File: src/rtl/assert_macros.svh
// Assertion helpers used by dltq_seq.
`ifndef ASSERT_MACROS_SVH
`define ASSERT_MACROS_SVH
`ifndef SYNTHESIS
`define DLTQ_ASSERT(lbl, clk, rstn, prop, msg) \
  lbl: assert property (@(posedge clk) disable iff (!rstn) (prop)) else $error(msg);
`define DLTQ_ASSERT_NEVER(lbl, clk, rstn, cond, msg) \
  lbl: assert property (@(posedge clk) disable iff (!rstn) !(cond)) else $error(msg);
`else
`define DLTQ_ASSERT(lbl, clk, rstn, prop, msg)
`define DLTQ_ASSERT_NEVER(lbl, clk, rstn, cond, msg)
`endif
`endif

File: src/rtl/dltq_pkg.sv
`default_nettype none
package dltq_pkg;

  localparam int CAPACITY    = 16;
  localparam int HANDLE_BITS = 16;
  localparam int MAX_OUT     = 16;
  localparam int IDX_W       = $clog2(CAPACITY);
  localparam int CNT_W       = $clog2(CAPACITY + 1);
  localparam int FIRE_W      = $clog2(MAX_OUT + 1);

  typedef enum logic [1:0] {
    KIND_ADD  = 2'd0,
    KIND_DEL  = 2'd1,
    KIND_TICK = 2'd2,
    KIND_NOP  = 2'd3
  } kind_e;

  typedef enum logic [2:0] {
    RES_ADDED     = 3'd0,
    RES_FULL      = 3'd1,
    RES_DELETED   = 3'd2,
    RES_NOT_FOUND = 3'd3,
    RES_EXPIRY    = 3'd4
  } res_kind_e;

  typedef enum logic [3:0] {
    ST_IDLE,
    ST_P_SCAN,
    ST_P_CMP,
    ST_S_RD,
    ST_S_WR,
    ST_P_NEW,
    ST_D_SCAN,
    ST_D_CMP,
    ST_R_RD,
    ST_R_WR,
    ST_T_HEAD,
    ST_T_NEXT,
    ST_T_END
  } state_e;

  typedef struct packed {
    logic [31:0]            delta;
    logic [31:0]            period;
    logic [31:0]            tag;
    logic [HANDLE_BITS-1:0] handle;
    logic                   once;
  } entry_t;

  typedef struct packed {
    logic             re;
    logic [IDX_W-1:0] raddr;
    logic             we;
    logic [IDX_W-1:0] waddr;
    entry_t           wdata;
  } mem_req_t;

  typedef struct packed {
    logic        valid;
    res_kind_e   kind;
    logic [15:0] handle;
    logic [31:0] tag;
    logic        last;
  } result_t;

  // Low 16 bits of a stored handle, zero-extended when handles are narrower.
  function automatic logic [15:0] handle16(input logic [HANDLE_BITS-1:0] h);
    logic [31:0] w;
    w = 32'(h);
    return w[15:0];
  endfunction

endpackage
`default_nettype wire

File: src/rtl/dltq_ram.sv
`default_nettype none
module dltq_ram #(
  parameter int WIDTH = 8,
  parameter int DEPTH = 16
) (
  input  wire logic                     clk_i,
  input  wire logic                     we_i,
  input  wire logic [$clog2(DEPTH)-1:0] waddr_i,
  input  wire logic [WIDTH-1:0]         wdata_i,
  input  wire logic                     re_i,
  input  wire logic [$clog2(DEPTH)-1:0] raddr_i,
  output logic      [WIDTH-1:0]         rdata_o
);

  logic [WIDTH-1:0] mem_q [DEPTH];

  // Write one word, read one word with registered data
  always_ff @(posedge clk_i) begin
    if (we_i) begin
      mem_q[waddr_i] <= wdata_i;
    end
    if (re_i) begin
      rdata_o <= mem_q[raddr_i];
    end
  end

endmodule
`default_nettype wire

File: src/rtl/dltq_seq.sv
`default_nettype none
`include "assert_macros.svh"
module dltq_seq (
  input  wire logic                 clk_i,
  input  wire logic                 rst_ni,
  input  wire logic                 start_i,
  output logic                      busy_o,
  input  wire logic [1:0]           kind_i,
  input  wire logic [31:0]          period_i,
  input  wire logic                 one_shot_i,
  input  wire logic [31:0]          tag_i,
  input  wire logic [15:0]          target_handle_i,
  output dltq_pkg::mem_req_t        mem_req_o,
  input  wire dltq_pkg::entry_t     rdata_i,
  output dltq_pkg::result_t         res_o
);
  import dltq_pkg::*;

  state_e                 state_q, state_d;
  kind_e                  op_q, op_d;
  logic [CNT_W-1:0]       count_q, count_d;
  logic [HANDLE_BITS-1:0] next_handle_q, next_handle_d;
  logic [CNT_W-1:0]       idx_q, idx_d;
  logic [CNT_W-1:0]       pos_q, pos_d;
  logic [31:0]            rem_q, rem_d;
  logic [31:0]            ne_period_q, ne_period_d;
  logic [31:0]            ne_tag_q, ne_tag_d;
  logic [HANDLE_BITS-1:0] ne_handle_q, ne_handle_d;
  logic                   ne_once_q, ne_once_d;
  logic [31:0]            cd_q, cd_d;
  logic                   first_q, first_d;
  logic                   dec_q, dec_d;
  logic [FIRE_W-1:0]      fires_q, fires_d;
  logic                   pend_valid_q, pend_valid_d;
  logic [15:0]            pend_handle_q, pend_handle_d;
  logic [31:0]            pend_tag_q, pend_tag_d;
  logic [15:0]            target_q, target_d;

  assign busy_o = (state_q != ST_IDLE);

  // Control registers
  always_ff @(posedge clk_i or negedge rst_ni) begin
    if (!rst_ni) begin
      state_q       <= ST_IDLE;
      count_q       <= '0;
      next_handle_q <= '0;
      pend_valid_q  <= 1'b0;
      first_q       <= 1'b0;
      dec_q         <= 1'b0;
      fires_q       <= '0;
      op_q          <= KIND_NOP;
    end else begin
      state_q       <= state_d;
      count_q       <= count_d;
      next_handle_q <= next_handle_d;
      pend_valid_q  <= pend_valid_d;
      first_q       <= first_d;
      dec_q         <= dec_d;
      fires_q       <= fires_d;
      op_q          <= op_d;
    end
  end

  // Working registers
  always_ff @(posedge clk_i) begin
    idx_q         <= idx_d;
    pos_q         <= pos_d;
    rem_q         <= rem_d;
    ne_period_q   <= ne_period_d;
    ne_tag_q      <= ne_tag_d;
    ne_handle_q   <= ne_handle_d;
    ne_once_q     <= ne_once_d;
    cd_q          <= cd_d;
    pend_handle_q <= pend_handle_d;
    pend_tag_q    <= pend_tag_d;
    target_q      <= target_d;
  end

  // Sequence list walks, shifts and read-modify-writes
  always_comb begin
    logic [CNT_W-1:0] idx_inc;
    logic [CNT_W-1:0] idx_dec;
    logic [31:0]      new_delta;
    entry_t           wr;
    state_d       = state_q;
    op_d          = op_q;
    count_d       = count_q;
    next_handle_d = next_handle_q;
    idx_d         = idx_q;
    pos_d         = pos_q;
    rem_d         = rem_q;
    ne_period_d   = ne_period_q;
    ne_tag_d      = ne_tag_q;
    ne_handle_d   = ne_handle_q;
    ne_once_d     = ne_once_q;
    cd_d          = cd_q;
    first_d       = first_q;
    dec_d         = dec_q;
    fires_d       = fires_q;
    pend_valid_d  = pend_valid_q;
    pend_handle_d = pend_handle_q;
    pend_tag_d    = pend_tag_q;
    target_d      = target_q;
    mem_req_o     = '0;
    res_o         = '0;
    idx_inc       = idx_q + 1'b1;
    idx_dec       = idx_q - 1'b1;
    new_delta     = rdata_i.delta;
    wr            = rdata_i;

    case (state_q)
      ST_IDLE: begin
        if (start_i) begin
          op_d     = kind_e'(kind_i);
          target_d = target_handle_i;
          case (kind_e'(kind_i))
            KIND_ADD: begin
              if (count_q == CNT_W'(CAPACITY)) begin
                res_o.valid = 1'b1;
                res_o.kind  = RES_FULL;
                res_o.last  = 1'b1;
              end else begin
                ne_period_d = (period_i == 32'd0) ? 32'd1 : period_i;
                rem_d       = (period_i == 32'd0) ? 32'd1 : period_i;
                ne_tag_d    = tag_i;
                ne_handle_d = next_handle_q;
                ne_once_d   = one_shot_i;
                idx_d       = '0;
                state_d     = ST_P_SCAN;
              end
            end
            KIND_DEL: begin
              idx_d   = '0;
              state_d = ST_D_SCAN;
            end
            KIND_TICK: begin
              if (count_q != '0) begin
                mem_req_o.re    = 1'b1;
                mem_req_o.raddr = '0;
                dec_d           = 1'b1;
                fires_d         = '0;
                pend_valid_d    = 1'b0;
                state_d         = ST_T_HEAD;
              end
            end
            default: begin
            end
          endcase
        end
      end

      // Walk to the insertion point
      ST_P_SCAN: begin
        if (idx_q == count_q) begin
          pos_d   = idx_q;
          state_d = ST_P_NEW;
        end else begin
          mem_req_o.re    = 1'b1;
          mem_req_o.raddr = idx_q[IDX_W-1:0];
          state_d         = ST_P_CMP;
        end
      end

      ST_P_CMP: begin
        if (rem_q >= rdata_i.delta) begin
          rem_d   = rem_q - rdata_i.delta;
          idx_d   = idx_inc;
          state_d = ST_P_SCAN;
        end else begin
          pos_d   = idx_q;
          idx_d   = count_q - 1'b1;
          state_d = ST_S_RD;
        end
      end

      // Shift the tail up by one, tail end first
      ST_S_RD: begin
        mem_req_o.re    = 1'b1;
        mem_req_o.raddr = idx_q[IDX_W-1:0];
        state_d         = ST_S_WR;
      end

      ST_S_WR: begin
        if (idx_q == pos_q) begin
          wr.delta = rdata_i.delta - rem_q;
        end
        mem_req_o.we    = 1'b1;
        mem_req_o.waddr = idx_inc[IDX_W-1:0];
        mem_req_o.wdata = wr;
        if (idx_q == pos_q) begin
          state_d = ST_P_NEW;
        end else begin
          idx_d   = idx_dec;
          state_d = ST_S_RD;
        end
      end

      ST_P_NEW: begin
        mem_req_o.we           = 1'b1;
        mem_req_o.waddr        = pos_q[IDX_W-1:0];
        mem_req_o.wdata.delta  = rem_q;
        mem_req_o.wdata.period = ne_period_q;
        mem_req_o.wdata.tag    = ne_tag_q;
        mem_req_o.wdata.handle = ne_handle_q;
        mem_req_o.wdata.once   = ne_once_q;
        count_d                = count_q + 1'b1;
        if (op_q == KIND_ADD) begin
          res_o.valid   = 1'b1;
          res_o.kind    = RES_ADDED;
          res_o.handle  = handle16(ne_handle_q);
          res_o.last    = 1'b1;
          next_handle_d = next_handle_q + 1'b1;
          state_d       = ST_IDLE;
        end else begin
          state_d = ST_T_NEXT;
        end
      end

      // Search by handle
      ST_D_SCAN: begin
        if (idx_q == count_q) begin
          res_o.valid  = 1'b1;
          res_o.kind   = RES_NOT_FOUND;
          res_o.handle = target_q;
          res_o.last   = 1'b1;
          state_d      = ST_IDLE;
        end else begin
          mem_req_o.re    = 1'b1;
          mem_req_o.raddr = idx_q[IDX_W-1:0];
          state_d         = ST_D_CMP;
        end
      end

      ST_D_CMP: begin
        idx_d = idx_inc;
        if (handle16(rdata_i.handle) == target_q) begin
          cd_d    = rdata_i.delta;
          first_d = 1'b1;
          state_d = ST_R_RD;
        end else begin
          state_d = ST_D_SCAN;
        end
      end

      // Shift the tail down by one, folding the removed delta into the successor
      ST_R_RD: begin
        if (idx_q == count_q) begin
          count_d = count_q - 1'b1;
          if (op_q == KIND_DEL) begin
            res_o.valid  = 1'b1;
            res_o.kind   = RES_DELETED;
            res_o.handle = target_q;
            res_o.last   = 1'b1;
            state_d      = ST_IDLE;
          end else if (!ne_once_q) begin
            rem_d   = ne_period_q;
            idx_d   = '0;
            state_d = ST_P_SCAN;
          end else begin
            state_d = ST_T_NEXT;
          end
        end else begin
          mem_req_o.re    = 1'b1;
          mem_req_o.raddr = idx_q[IDX_W-1:0];
          state_d         = ST_R_WR;
        end
      end

      ST_R_WR: begin
        if (first_q) begin
          wr.delta = rdata_i.delta + cd_q;
        end
        mem_req_o.we    = 1'b1;
        mem_req_o.waddr = idx_dec[IDX_W-1:0];
        mem_req_o.wdata = wr;
        first_d         = 1'b0;
        idx_d           = idx_inc;
        state_d         = ST_R_RD;
      end

      // Decrement the head once per tick, then fire zero-delta heads
      ST_T_HEAD: begin
        dec_d = 1'b0;
        if (dec_q && (rdata_i.delta != 32'd0)) begin
          new_delta             = rdata_i.delta - 32'd1;
          wr.delta              = new_delta;
          mem_req_o.we          = 1'b1;
          mem_req_o.waddr       = '0;
          mem_req_o.wdata       = wr;
        end
        if (new_delta == 32'd0) begin
          if (pend_valid_q) begin
            res_o.valid  = 1'b1;
            res_o.kind   = RES_EXPIRY;
            res_o.handle = pend_handle_q;
            res_o.tag    = pend_tag_q;
          end
          pend_valid_d  = 1'b1;
          pend_handle_d = handle16(rdata_i.handle);
          pend_tag_d    = rdata_i.tag;
          ne_period_d   = (rdata_i.period == 32'd0) ? 32'd1 : rdata_i.period;
          ne_tag_d      = rdata_i.tag;
          ne_handle_d   = rdata_i.handle;
          ne_once_d     = rdata_i.once;
          fires_d       = fires_q + 1'b1;
          cd_d          = '0;
          first_d       = 1'b1;
          idx_d         = CNT_W'(1);
          state_d       = ST_R_RD;
        end else begin
          state_d = ST_T_END;
        end
      end

      ST_T_NEXT: begin
        if ((count_q == '0) || (fires_q == FIRE_W'(MAX_OUT))) begin
          state_d = ST_T_END;
        end else begin
          mem_req_o.re    = 1'b1;
          mem_req_o.raddr = '0;
          state_d         = ST_T_HEAD;
        end
      end

      // Flush the held expiry as the final word
      ST_T_END: begin
        if (pend_valid_q) begin
          res_o.valid  = 1'b1;
          res_o.kind   = RES_EXPIRY;
          res_o.handle = pend_handle_q;
          res_o.tag    = pend_tag_q;
          res_o.last   = 1'b1;
        end
        pend_valid_d = 1'b0;
        state_d      = ST_IDLE;
      end

      default: begin
        state_d = ST_IDLE;
      end
    endcase
  end

  `DLTQ_ASSERT_NEVER(a_count_range, clk_i, rst_ni, count_q > CNT_W'(CAPACITY), "count overflow")
  `DLTQ_ASSERT_NEVER(a_rw_clash, clk_i, rst_ni, mem_req_o.we && mem_req_o.re && (mem_req_o.waddr == mem_req_o.raddr), "read and write hit one entry")
  `DLTQ_ASSERT(a_fire_cap, clk_i, rst_ni, (state_q == ST_T_HEAD) |-> (fires_q < FIRE_W'(MAX_OUT)), "too many expiries")
  `DLTQ_ASSERT(a_idle_res, clk_i, rst_ni, (res_o.valid && res_o.last) |=> (state_q == ST_IDLE), "final word outside idle return")

endmodule
`default_nettype wire

File: src/rtl/delta_list_timer_queue_core.sv
`default_nettype none
// Delta-list timer queue.
// Request channel: raise start with kind_i and its fields; the word is taken
// at a rising edge where start is high and busy is low. busy stays high until
// the request is fully handled.
// Result channel: result_valid_o marks each result word for one cycle,
// result_kind_o/handle_o/fired_tag_o carry it, last_o marks the final word
// of a request. The receiver cannot stall; every word must be taken.
// All list state sits in one RAM with a registered read, so every list
// entry visited takes a read state and then a compare or write state.
// Add: walks the list to the insertion point, shifts the tail up and writes
// the new entry; an add to a full store answers without raising busy.
// Delete: searches by handle, then shifts the tail down over the entry.
// Tick: fetch and check each head, per expiry a removal shift and, for
// periodic timers, a re-insertion as for add; up to 16 expiries per tick,
// then a final state flushes the last word.
// An empty tick gives no word and leaves busy low; a tick with no expiry
// gives no word.
// The result word leaves through an output register, in the cycle after it
// is formed. Reset clears the count and handle counter; RAM needs no clear.
module delta_list_timer_queue_core (
  input  wire logic        clk_i,
  input  wire logic        rst_ni,
  input  wire logic        start,
  output logic             busy,
  input  wire logic [1:0]  kind_i,
  input  wire logic [31:0] period_i,
  input  wire logic        one_shot_i,
  input  wire logic [31:0] tag_i,
  input  wire logic [15:0] target_handle_i,
  output logic             result_valid_o,
  output logic [2:0]       result_kind_o,
  output logic [15:0]      handle_o,
  output logic [31:0]      fired_tag_o,
  output logic             last_o
);
  import dltq_pkg::*;

  mem_req_t mem_req;
  entry_t   rdata;
  result_t  res;
  logic     valid_q;
  result_t  res_q;

  dltq_seq u_seq (
    .clk_i           (clk_i),
    .rst_ni          (rst_ni),
    .start_i         (start),
    .busy_o          (busy),
    .kind_i          (kind_i),
    .period_i        (period_i),
    .one_shot_i      (one_shot_i),
    .tag_i           (tag_i),
    .target_handle_i (target_handle_i),
    .mem_req_o       (mem_req),
    .rdata_i         (rdata),
    .res_o           (res)
  );

  dltq_ram #(
    .WIDTH ($bits(entry_t)),
    .DEPTH (CAPACITY)
  ) u_ram (
    .clk_i   (clk_i),
    .we_i    (mem_req.we),
    .waddr_i (mem_req.waddr),
    .wdata_i (mem_req.wdata),
    .re_i    (mem_req.re),
    .raddr_i (mem_req.raddr),
    .rdata_o (rdata)
  );

  // Register the result word
  always_ff @(posedge clk_i or negedge rst_ni) begin
    if (!rst_ni) begin
      valid_q <= 1'b0;
    end else begin
      valid_q <= res.valid;
    end
  end

  always_ff @(posedge clk_i) begin
    res_q <= res;
  end

  assign result_valid_o = valid_q;
  assign result_kind_o  = res_q.kind;
  assign handle_o       = res_q.handle;
  assign fired_tag_o    = res_q.tag;
  assign last_o         = res_q.last;

endmodule
`default_nettype wire
File: config.mk
export PLATFORM = sky130hd
export DESIGN_NAME = delta_list_timer_queue_core
export DESIGN_NICKNAME = d
export VERILOG_FILES = /design/src/rtl/dltq_pkg.sv /design/src/rtl/dltq_ram.sv /design/src/rtl/dltq_seq.sv /design/src/rtl/delta_list_timer_queue_core.sv
export VERILOG_INCLUDE_DIRS = /design/src /design/src/rtl
export SDC_FILE = /design/constraint.sdc
export NUM_CORES = 2
export LEC_CHECK = 0
export ABC_AREA = 1
export BUFFER_PORTS_ARGS = -buffer_cell sky130_fd_sc_hd__buf_2
export CAP_MARGIN = 20
export CORE_MARGIN = 3
export CORE_UTILIZATION = 46
export DETAILED_ROUTE_END_ITERATION = 7
export PLACE_DENSITY = 0.58
export SLEW_MARGIN = 40
export SYNTH_ARGS = -nofsm -noshare
export SYNTH_HDL_FRONTEND = slang
export SYNTH_HIERARCHICAL = 1
export SYNTH_SLANG_ARGS = --single-unit
File: constraint.sdc
create_clock -name clk_i -period 17.7 [get_ports clk_i]
set_input_delay 2.655 -clock clk_i [delete_from_list [all_inputs] [get_ports clk_i]]
set_output_delay 2.655 -clock clk_i [all_outputs]
set_load 0.01 [all_outputs]
==> flow_summary.yaml <==
global_route:
  grt_max_degree: 187
  antenna_found_initial: 11
  grt-ovfl-total: 0
  grtUsageTotal: 0.274
  grt_first_pass_wirelength_um: 468000
  grt_pass1_vias: 69275
sta:
  finalHoldViolCount: 0
  layout_min_cycle_time_ps: 6120
  fin_skew_ps: 65.0
  tns_ps: 0
  timing.hold.ws_ps: 436
  period_share: 0.346
  rsz0062_at_grt: "no"
  setup_viol: 0
  max_freq_mhz: 164
  final_max_slew_viol_count: 0
  final.setup.worst_slack_ps: 11580
  max_slew_margin: 0.364
  tightest_slew_ps: 952
placement:
  placedCellCount: 13126
  pre_cts_ws_ps: 11420
  dpl-instance-area_sq_um: 107000
  routabilityCongestion: 1.03
  dp_hpwl_um: 184000
  io_buffers: 139
power:
  switching_power_mw: 7.88
  p_leak_nw: 48.4
  sequentialPowerShare: 0.369
  power_frac_comb: 0.380
  ir_worst_vdd_v: 0.000138
  power.density_nw_per_um2: 169
  power.total_mw: 19.3
  internal-power_mw: 11.4
  swShare: 0.408
  p_clk_frac: 0.251
logic_synthesis:
  yosysSeqAreaShare: 0.646
  synth_cell_types: 60
  yosysTopAreaCellShare: 0.627
  synth_area_sq_um: 102000
  synth_edf_count: 2140
  yosys-top-cells-area: "edfxtp_1 (63%), nand2_1 (11%), nand3_1 (7.2%), inv_1 (6.4%), o21ai_0 (1.4%)"
  synth_top_cells_by_count: "nand2_1 (3016), edfxtp_1 (2140), inv_1 (1751), nand3_1 (1484), nor2_1 (302)"
  synth_top_area_cell: "edfxtp_1"
  syn_inst: 10311
  ys_async_sr_fraction: 0.0162
  synth.most_common_cell: "nand2_1"
  ys_seq_elements: 2228
  ys.warnings.count: 6
  synth_ff_type: "edfxtp_1"
  syn-mean-instance-area_sq_um: 9.94
  syn_nets: 10507
layout:
  layout-drive-gt1-share: 0.0751
  synthToLayoutAreaGrowth_pct: 11.7
  nNetsFinal: 10603
  final_cell_area_sq_um: 114000
  layout.cells.non_filler: 13569
  final_util: 0.519
critical_path:
  r2r_cells: 16
  cp-start-kind: "flop"
  cp_max_fo: 88
  critical_path_class: "flop to flop"
  required_ps: 18310
  cp_data_arrival_time_ps: 6730
  end_kind: "flop"
clock_tree:
  cts_tree: "yes"
  htree_levels: 4
  numClockSinks: 2228
  root_buffer: "clkbuf_16"
  cts.clk_slew.worst_paths_ps: 60
  post_cts_buffers: 0
  clk_latency_ps: 890
  numCtsBuffers: 233
  cts-hold-fix-buffers: 0
  cts_max_path_buffers: 3
  ctsResizeCount: 0
hold_path:
  hold_path.class: "flop to flop"
  whs_path_depth: 2
routing:
  via_per_inst: 5.42
  drt_pass1_iterations: 6
  ant_nets: 0
  drc: 0
  first_iter_violations: 8061
  post_drt_wl_per_cell_um: 23.5
  drt-total-wl_um: 319000
  vias: 73576
die:
  die-area_sq_um: 228000
  io_pins: 140
  fp.dieW_um: 478
  die_y_um: 478
  initial_utilization: 0.464
  num_rows: 172
  coreArea_sq_um: 221000
run_status:
  status: "completed"
flow_run:
  maxCapViolations: 0
-- logic make-up (layout without fill, tap and decap cells) --
group | after synthesis | count (layout) | synth area share
xor+xnor | 80 | 80 | 0.00684
flops | 2228 | 2228 | 0.646
simple gates | 4954 | 4954 | 0.205
buf+inv | 2237 | 2532 | 0.0890
compound gates | 702 | 702 | 0.0392
other cells | 0 | 5 | 0
fa+ha+maj | 110 | 110 | 0.0137
-- layer usage --
metal / share of wire / up-vias / global-route usage
li1: - / 34048 / -
met1: 0.44 / 35940 / 0.396
met2: 0.45 / 3023 / 0.427
met3: 0.073 / 557 / 0.0372
met4: 0.037 / 8 / 0.0977
met5: 0.00016 / - / 0
-- worst max-delay path, stage by stage, from the launching register on --
cell	delay, ps
edfxtp_1	480
inv_1	200
nor2_1	60
nor3_1	300
nand3_1	330
a21oi_2	590
nor2_4	120
inv_8	390
buf_4	720
buf_4	720
buf_6	560
buf_4	570
nand2_1	100
nand3_1	90
nand3_1	100
nand3_1	130
nand2_1	90
-- cell type report --
cell class,count,area [sq um]
fill,19566,106000
sequential,2228,66200
multi-input combinational,5846,27500
inverter,1760,6650
clock buffer,280,6130
tap,2958,3700
timing repair buffer,338,2860
clock inverter,154,1420
antenna,5,12.5
-- final timing paths --
path / slack [ps] / to / start
max in group asynchronous: 15540 / u_seq/op_q[1] / rst_ni
worst max-delay path: 11580 / u_ram/rdata_o[34] / u_seq/idx_q[1]
worst min-delay path: 440 / handle_o[6] / u_seq/pend_handle_q[6]
worst max register to register: 11580 / u_ram/rdata_o[34] / u_seq/idx_q[1]
worst min register to register: 440 / handle_o[6] / u_seq/pend_handle_q[6]
min in group asynchronous: 1760 / u_seq/fires_q[2] / rst_ni
-- flip-flops by register name (all words and copies together) (netlist names), 2 cells and up --
name and count:
u_seq/cd_q 32, u_seq/state_q 4, u_seq/pend_tag_q 32, u_ram/mem_q 1808, u_seq/rem_q 32, fired_tag_o 32, u_ram/rdata_o 113, u_seq/fires_q 5
u_seq/pos_q 5, u_seq/ne_tag_q 32, result_kind_o 3, u_seq/ne_handle_q 16, handle_o 16, u_seq/idx_q 5, u_seq/next_handle_q 16, u_seq/op_q 2
u_seq/target_q 16, u_seq/count_q 5, u_seq/pend_handle_q 16, u_seq/ne_period_q 32
-- cells in the final DEF, fill, tap and decap left out, types with 42 or more instances in the layout --
| master | netlist | final |
|---|---|---|
| ha_1 | 107 | 107 |
| clkinv_2 | 0 | 42 |
| nand2_1 | 3016 | 3016 |
| xor2_1 | 70 | 70 |
| buf_4 | 55 | 135 |
| buf_2 | 179 | 138 |
| nor2_4 | 33 | 58 |
| nor2_1 | 302 | 274 |
| dfxtp_1 | 52 | 52 |
| o21ai_0 | 290 | 283 |
| clkinv_1 | 5 | 67 |
| clkbuf_16 | 0 | 237 |
| inv_1 | 1751 | 1747 |
| a21oi_1 | 212 | 210 |
| edfxtp_1 | 2140 | 2140 |
| nand3_1 | 1484 | 1483 |
-- power by group through the flow --
stage          Sequential [mW]  Clock [mW]  Combinational [mW]
2_1_floorplan             7.20           0                4.63
5_1_grt                   7.16        5.14                8.00
3_3_place_gp              7.21           0                7.15
6_report                  7.12        4.84                7.35
4_1_cts                   7.11        4.93                7.26
3_5_place_dp              7.22           0                7.22
Note: power is estimated with default switching activity, not from simulation.
